<file path="src/hdl/one_bit_dpcm_decoder_core_defines.svh">
// Assertion macros for the one-bit DPCM decoder core
`ifndef ONE_BIT_DPCM_DECODER_CORE_DEFINES_SVH
`define ONE_BIT_DPCM_DECODER_CORE_DEFINES_SVH

`ifndef ASSERT_OFF
// checked only while out of reset
`define ODPD_ASSERT(lbl, clk, rst_n, prop, msg) \
	lbl: assert property (@(posedge clk) disable iff (!rst_n) prop) else $error(msg);
// checked at every edge, reset included
`define ODPD_ASSERT_ALWAYS(lbl, clk, prop, msg) \
	lbl: assert property (@(posedge clk) prop) else $error(msg);
`else
`define ODPD_ASSERT(lbl, clk, rst_n, prop, msg)
`define ODPD_ASSERT_ALWAYS(lbl, clk, prop, msg)
`endif

`endif

</file>
<file path="src/hdl/odpd_pkg.sv">
`timescale 1ns / 1ps

package odpd_pkg;

	localparam logic [6:0] STEP_RESET   = 7'd10;
	localparam logic [2:0] LEAK_RESET   = 3'd3;
	localparam logic [7:0] PWM_OFFSET   = 8'h80;
	localparam logic [2:0] LAST_BIT_IDX = 3'd7;

	typedef enum logic {
		REG_STEP_SIZE  = 1'b0,
		REG_LEAK_SHIFT = 1'b1
	} reg_idx_t;

	typedef struct packed {
		logic [6:0] step_size;
		logic [2:0] leak_shift;
	} cfg_t;

	typedef struct packed {
		logic [7:0] code_byte;
		logic       start;
	} item_t;

	typedef struct packed {
		logic  valid;
		item_t item;
	} q_head_t;

	typedef struct packed {
		logic [1:0] count;
	} front_stat_t;

	typedef struct packed {
		logic       busy;
		logic [2:0] bit_cnt;
	} back_stat_t;

	// one integrator update: add or subtract the step, remove the leak, saturate
	function automatic logic signed [7:0] integ_next(
		input logic signed [7:0] cur,
		input logic              up,
		input logic [6:0]        step,
		input logic [2:0]        shift
	);
		logic signed [7:0] leak;
		logic signed [9:0] delta;
		logic signed [9:0] sum;
		leak  = cur >>> shift;
		delta = up ? $signed({3'b000, step}) : -$signed({3'b000, step});
		sum   = $signed({{2{cur[7]}}, cur}) + delta - $signed({{2{leak[7]}}, leak});
		if (sum > 10'sd127) begin
			integ_next = 8'sd127;
		end else if (sum < -10'sd128) begin
			integ_next = -8'sd128;
		end else begin
			integ_next = sum[7:0];
		end
	endfunction

endpackage

</file>
<file path="src/hdl/odpd_front.sv">
`timescale 1ns / 1ps

module odpd_front (
	input  logic                  clk,
	input  logic                  arst_n,
	input  logic                  in_valid,
	output logic                  in_stall,
	input  logic [7:0]            code_byte,
	input  logic                  start_of_utterance,
	input  logic                  pop,
	output odpd_pkg::q_head_t     head,
	output odpd_pkg::front_stat_t stat
);
	import odpd_pkg::*;

	item_t      mem_q [2];
	logic       wr_ptr_q;
	logic       rd_ptr_q;
	logic [1:0] count_q;
	logic       push;
	logic       do_pop;

	assign in_stall = (count_q == 2'd2);
	assign push     = in_valid && !in_stall;
	assign do_pop   = pop && (count_q != 2'd0);

	assign head.valid = (count_q != 2'd0);
	assign head.item  = mem_q[rd_ptr_q];
	assign stat.count = count_q;

	always_ff @(posedge clk or negedge arst_n) begin
		if (!arst_n) begin
			wr_ptr_q <= 1'b0;
			rd_ptr_q <= 1'b0;
			count_q  <= 2'd0;
		end else begin
			if (push) begin
				wr_ptr_q <= !wr_ptr_q;
			end
			if (do_pop) begin
				rd_ptr_q <= !rd_ptr_q;
			end
			if (push && !do_pop) begin
				count_q <= count_q + 2'd1;
			end else if (do_pop && !push) begin
				count_q <= count_q - 2'd1;
			end
		end
	end

	always_ff @(posedge clk) begin
		if (push) begin
			mem_q[wr_ptr_q] <= '{code_byte: code_byte, start: start_of_utterance};
		end
	end

endmodule

</file>
<file path="src/hdl/odpd_back.sv">
`timescale 1ns / 1ps

module odpd_back (
	input  logic                 clk,
	input  logic                 arst_n,
	input  odpd_pkg::cfg_t       cfg,
	input  odpd_pkg::q_head_t    head,
	output logic                 pop,
	output logic                 out_valid,
	input  logic                 out_stall,
	output logic [7:0]           pwm_sample,
	output logic                 last_of_byte,
	output odpd_pkg::back_stat_t stat
);
	import odpd_pkg::*;

	logic              busy_q;
	logic [2:0]        bit_cnt_q;
	logic [7:0]        shift_q;
	logic signed [7:0] integ_q;
	logic              out_valid_q;
	logic [7:0]        pwm_q;
	logic              last_q;

	logic              advance;
	logic              fire;
	logic              up;
	logic signed [7:0] cur;
	logic signed [7:0] nxt;
	logic              is_last;

	// output register is free when empty or being taken
	assign advance = !out_valid_q || !out_stall;
	assign fire    = advance && (busy_q || head.valid);
	assign pop     = fire && !busy_q;
	assign up      = busy_q ? shift_q[7] : head.item.code_byte[7];
	assign cur     = (!busy_q && head.item.start) ? 8'sd0 : integ_q;
	assign nxt     = integ_next(cur, up, cfg.step_size, cfg.leak_shift);
	assign is_last = busy_q && (bit_cnt_q == LAST_BIT_IDX);

	always_ff @(posedge clk or negedge arst_n) begin
		if (!arst_n) begin
			busy_q      <= 1'b0;
			bit_cnt_q   <= 3'd0;
			integ_q     <= 8'sd0;
			out_valid_q <= 1'b0;
		end else begin
			if (advance) begin
				out_valid_q <= fire;
			end
			if (fire) begin
				integ_q <= nxt;
				if (!busy_q) begin
					busy_q    <= 1'b1;
					bit_cnt_q <= 3'd1;
				end else if (is_last) begin
					busy_q <= 1'b0;
				end else begin
					bit_cnt_q <= bit_cnt_q + 3'd1;
				end
			end
		end
	end

	always_ff @(posedge clk) begin
		if (fire) begin
			shift_q <= busy_q ? {shift_q[6:0], 1'b0} : {head.item.code_byte[6:0], 1'b0};
			pwm_q   <= nxt ^ PWM_OFFSET;
			last_q  <= is_last;
		end
	end

	assign out_valid    = out_valid_q;
	assign pwm_sample   = pwm_q;
	assign last_of_byte = last_q;
	assign stat.busy    = busy_q;
	assign stat.bit_cnt = bit_cnt_q;

endmodule

</file>
<file path="src/hdl/one_bit_dpcm_decoder_core.sv">
`timescale 1ns / 1ps
`include "one_bit_dpcm_decoder_core_defines.svh"

// One-bit delta modulation decoder with a leaky integrator.
// Input channel (in_valid / in_stall): one word carries code_byte, eight
// 1-bit codes decoded bit 7 first, and start_of_utterance, which zeroes the
// integrator before that byte. Output channel (out_valid / out_stall): eight
// words per byte, pwm_sample as offset binary, last_of_byte on the eighth.
// Configuration: wr_en writes wr_data to register wr_index (0 step_size,
// 1 leak_shift); write only while the block is idle.
// A byte accepted into an empty block is written to the queue, then decoded
// into the output register, where its first sample becomes valid.
// Throughput: one sample per cycle while the receiver does not stall, set by the
// single integrator update that runs once per code bit. A two-entry queue in
// front takes new bytes while the decoder works.
// Reset: integrator cleared to zero, step_size 10, leak_shift 3, queue empty,
// no output valid. When the receiver stalls, the current sample holds in the
// output register and decoding pauses; the queue fills and then in_stall rises.
module one_bit_dpcm_decoder_core (
	input  logic       clk,
	input  logic       arst_n,
	input  logic       in_valid,
	output logic       in_stall,
	input  logic [7:0] code_byte,
	input  logic       start_of_utterance,
	output logic       out_valid,
	input  logic       out_stall,
	output logic [7:0] pwm_sample,
	output logic       last_of_byte,
	input  logic       wr_en,
	input  logic       wr_index,
	input  logic [6:0] wr_data
);
	import odpd_pkg::*;

	cfg_t        cfg_q;
	q_head_t     head;
	logic        pop;
	front_stat_t front_stat;
	back_stat_t  back_stat;

	always_ff @(posedge clk or negedge arst_n) begin
		if (!arst_n) begin
			cfg_q.step_size  <= STEP_RESET;
			cfg_q.leak_shift <= LEAK_RESET;
		end else if (wr_en) begin
			unique case (reg_idx_t'(wr_index))
				REG_STEP_SIZE:  cfg_q.step_size  <= wr_data;
				REG_LEAK_SHIFT: cfg_q.leak_shift <= wr_data[2:0];
				default: ;
			endcase
		end
	end

	odpd_front u_front (
		.clk                (clk),
		.arst_n             (arst_n),
		.in_valid           (in_valid),
		.in_stall           (in_stall),
		.code_byte          (code_byte),
		.start_of_utterance (start_of_utterance),
		.pop                (pop),
		.head               (head),
		.stat               (front_stat)
	);

	odpd_back u_back (
		.clk          (clk),
		.arst_n       (arst_n),
		.cfg          (cfg_q),
		.head         (head),
		.pop          (pop),
		.out_valid    (out_valid),
		.out_stall    (out_stall),
		.pwm_sample   (pwm_sample),
		.last_of_byte (last_of_byte),
		.stat         (back_stat)
	);

	`ODPD_ASSERT(a_q_bound, clk, arst_n, front_stat.count != 2'd3, "queue count out of range")
	`ODPD_ASSERT(a_last_idle, clk, arst_n, (out_valid && last_of_byte) |-> !back_stat.busy, "decoder busy after last sample")
	`ODPD_ASSERT(a_mid_busy, clk, arst_n, (out_valid && !last_of_byte) |-> back_stat.busy, "decoder idle mid byte")
	`ODPD_ASSERT(a_busy_cnt, clk, arst_n, back_stat.busy |-> (back_stat.bit_cnt != 3'd0), "bit counter zero while busy")
	`ODPD_ASSERT_ALWAYS(a_rst_quiet, clk, !arst_n |=> !out_valid, "output valid during reset")

endmodule

</file>
<file path="config.mk">
export PLATFORM = sky130hd
export DESIGN_NAME = one_bit_dpcm_decoder_core
export DESIGN_NICKNAME = d
export VERILOG_FILES = /design/src/hdl/odpd_pkg.sv /design/src/hdl/odpd_front.sv /design/src/hdl/odpd_back.sv /design/src/hdl/one_bit_dpcm_decoder_core.sv
export VERILOG_INCLUDE_DIRS = /design/src /design/src/hdl
export SDC_FILE = /design/constraint.sdc
export NUM_CORES = 1
export LEC_CHECK = 0
export ABC_AREA = 1
export ABC_CLOCK_PERIOD_IN_PS = 10550
export BUFFER_PORTS_ARGS = -buffer_cell sky130_fd_sc_hd__clkbuf_2
export CORE_MARGIN = 5
export CORE_UTILIZATION = 60
export CTS_CLUSTER_DIAMETER = 120
export DETAILED_ROUTE_END_ITERATION = 8
export GPL_TIMING_DRIVEN = 0
export PLACE_DENSITY = 0.83
export SLEW_MARGIN = 20
export SYNTH_ARGS = -nofsm -noshare
export SYNTH_HDL_FRONTEND = slang
export SYNTH_HIERARCHICAL = 1
export SYNTH_SLANG_ARGS = --single-unit
export TNS_END_PERCENT = 100
</file>
<file path="constraint.sdc">
create_clock -name clk -period 10.55 [get_ports clk]
set_input_delay 1.055 -clock clk [delete_from_list [all_inputs] [get_ports clk]]
set_output_delay 1.055 -clock clk [all_outputs]
set_load 0.05 [all_outputs]
</file>
==> flow_summary.ini <==
[status]
status = finished clean

[synthesis]
yosys_warnings = 6
avgSynthCellArea_um2 = 8.32
synthCells = 451
syn_nets = 498
netlist_area_um2 = 3750

[final_layout]
drive_above_1_share_pct = 19.0
seqCellArea_um2 = 1700
diodes = 0
multi_input_area_um2 = 1760
fillers = 468
fin_nets = 541
final_cell_mix = nand2_1 (171), inv_1 (58), edfxtp_1 (34), clkbuf_2 (32), dfrtp_1 (23)
mostFrequentLayoutCell = nand2_1
syn_to_final_growth_pct = 11.1

[routing]
wl_per_cell_um = 12.5
drc_errors = 0
wl_um = 7200
drt_iter0_markers = 221
dr.pass1.iters = 4
routed_via_density = 5.14
ant_nets = 0
vias = 2951

[clock_tree]
cts_buffers = 9
cts_resized = 0
cts_tree = yes
ctsRootBufferMaster = clkbuf_8
htree_levels = 3
hold_buffers = 0
clk_pin_slew_ns = 0.07
clock-sinks = 61
post_cts_buffers = 0
clk-insertion-delay-late_ns = 0.34
clock_path_buffers = 2

[global_routing]
grt_max_degree = 28
grt_pass1_wl_um = 12000
grt-ovfl-total = 0
grt_pass1_vias = 2796
grtUsageTotal_pct = 19.9
antenna_found_initial = 0

[placed_design]
dp_hpwl_um = 5340
port_buffers = 32
gp_congestion = 0.920

[timing]
max_freq_mhz = 257
skew_ns = 0.0124
rsz0062_at_grt = no
finalCritPeriodShare_pct = 36.8
setup_viol = 0
finalCriticalPeriod_ns = 3.89
fin_setup_tns_ns = 0
hold_viol = 0
maxSlewHeadroom_pct = 48.3
drv_slew = 0
worstMarginPinSlew_ns = 0.771

[die]
die_area_um2 = 7930
die_h_um = 89.1
num_rows = 28
start_util_pct = 62.6
io_pins = 33
core_um2 = 5990
fp.dieW_um = 89.1

[worst_setup_path]
crit_path_max_fanout = 10
critPathKind = reg2reg
worstPathArrival_ns = 4.10
cp-start-kind = flip-flop
end_kind = flip-flop
required_ns = 10.76

[flow_run]
cap_viol_max_count = 0

[worst_hold_path]
hp-class = reg2reg
[registers in the layout, indices dropped and copies added, names as in the netlist]
register             cells
u_back/out_valid         1
u_back/busy_q            1
u_back/integ_q           8
u_back/pwm_sample        8
u_front/rd_ptr_q         1
u_front/mem_q           18
u_back/shift_q           7
u_front/wr_ptr_q         1
u_back/bit_cnt_q         3
u_back/last_of_byte      1
cfg_q                   10
u_front/stat             2
[per-layer routing]
layer / global-route usage, % / share of wire, % / up-vias
met5: 0 / 0 / -
met4: 8.25 / 1.5 / 0
met3: 4.33 / 5.0 / 12
met2: 33.5 / 49 / 79
met1: 24.9 / 45 / 1364
li1: - / - / 1496
[critical path, stage by stage, from the launching register on]
cell and delay [ns]:
dfrtp_1 0.35, buf_2 0.22, nand2_1 0.07, nand2_1 0.08
nand2_2 0.12, nand2_1 0.29, o21ai_1 0.12, o21ai_0 0.28
o21ai_1 0.12, ha_1 0.29, inv_1 0.06, ha_1 0.21
inv_1 0.08, fa_1 0.41, inv_1 0.07, nand2_1 0.05
nand2_1 0.07, nand3_1 0.11, nand3_2 0.12, nand2_4 0.07
o21ai_4 0.30, nand2_2 0.10, nand2_1 0.10, nand2_1 0.09
[final cells by class]
cell class                      instances  share of cell area, %
Multi-Input combinational cell        317                   42.3
Sequential cell                        61                   40.8
Inverter                               68                   6.13
Timing Repair Buffer                   32                   3.84
Clock buffer                           12                   3.24
Tap cell                               75                   2.25
Buffer                                  5                  0.751
Clock inverter                          4                  0.631
[per-stage QoR]
step	worst slack (ns)	hold WS, ns	util [%]	instance area [µm²]	instances
floorplan	7.22	0.449	-	3750	451
CTS	6.69	0.477	69.5	4170	574
global route	6.36	0.502	69.5	4170	574
detailed placement	6.72	0.466	66.9	4010	558
finish	6.66	0.478	69.5	4170	574
global placement	6.82	0.458	66.9	4010	558
[path summary, 6_finish.rpt]
kind / from / to / slack (ns) / cells after the start
max reg2reg: u_front/rd_ptr_q / u_back/integ_q[5] / 6.66 / 23
max: u_front/rd_ptr_q / u_back/integ_q[5] / 6.66 / 23
min reg2reg: cfg_q[4] / cfg_q[4] / 0.48 / 2
max in group asynchronous: arst_n / u_front/rd_ptr_q / 9.38 / 1
min in group asynchronous: arst_n / u_back/integ_q[4] / 0.74 / 1
min: cfg_q[4] / cfg_q[4] / 0.48 / 2
Power is not shown: default switching activity piles up to over one toggle a cycle in this logic, so the estimate is an artifact.
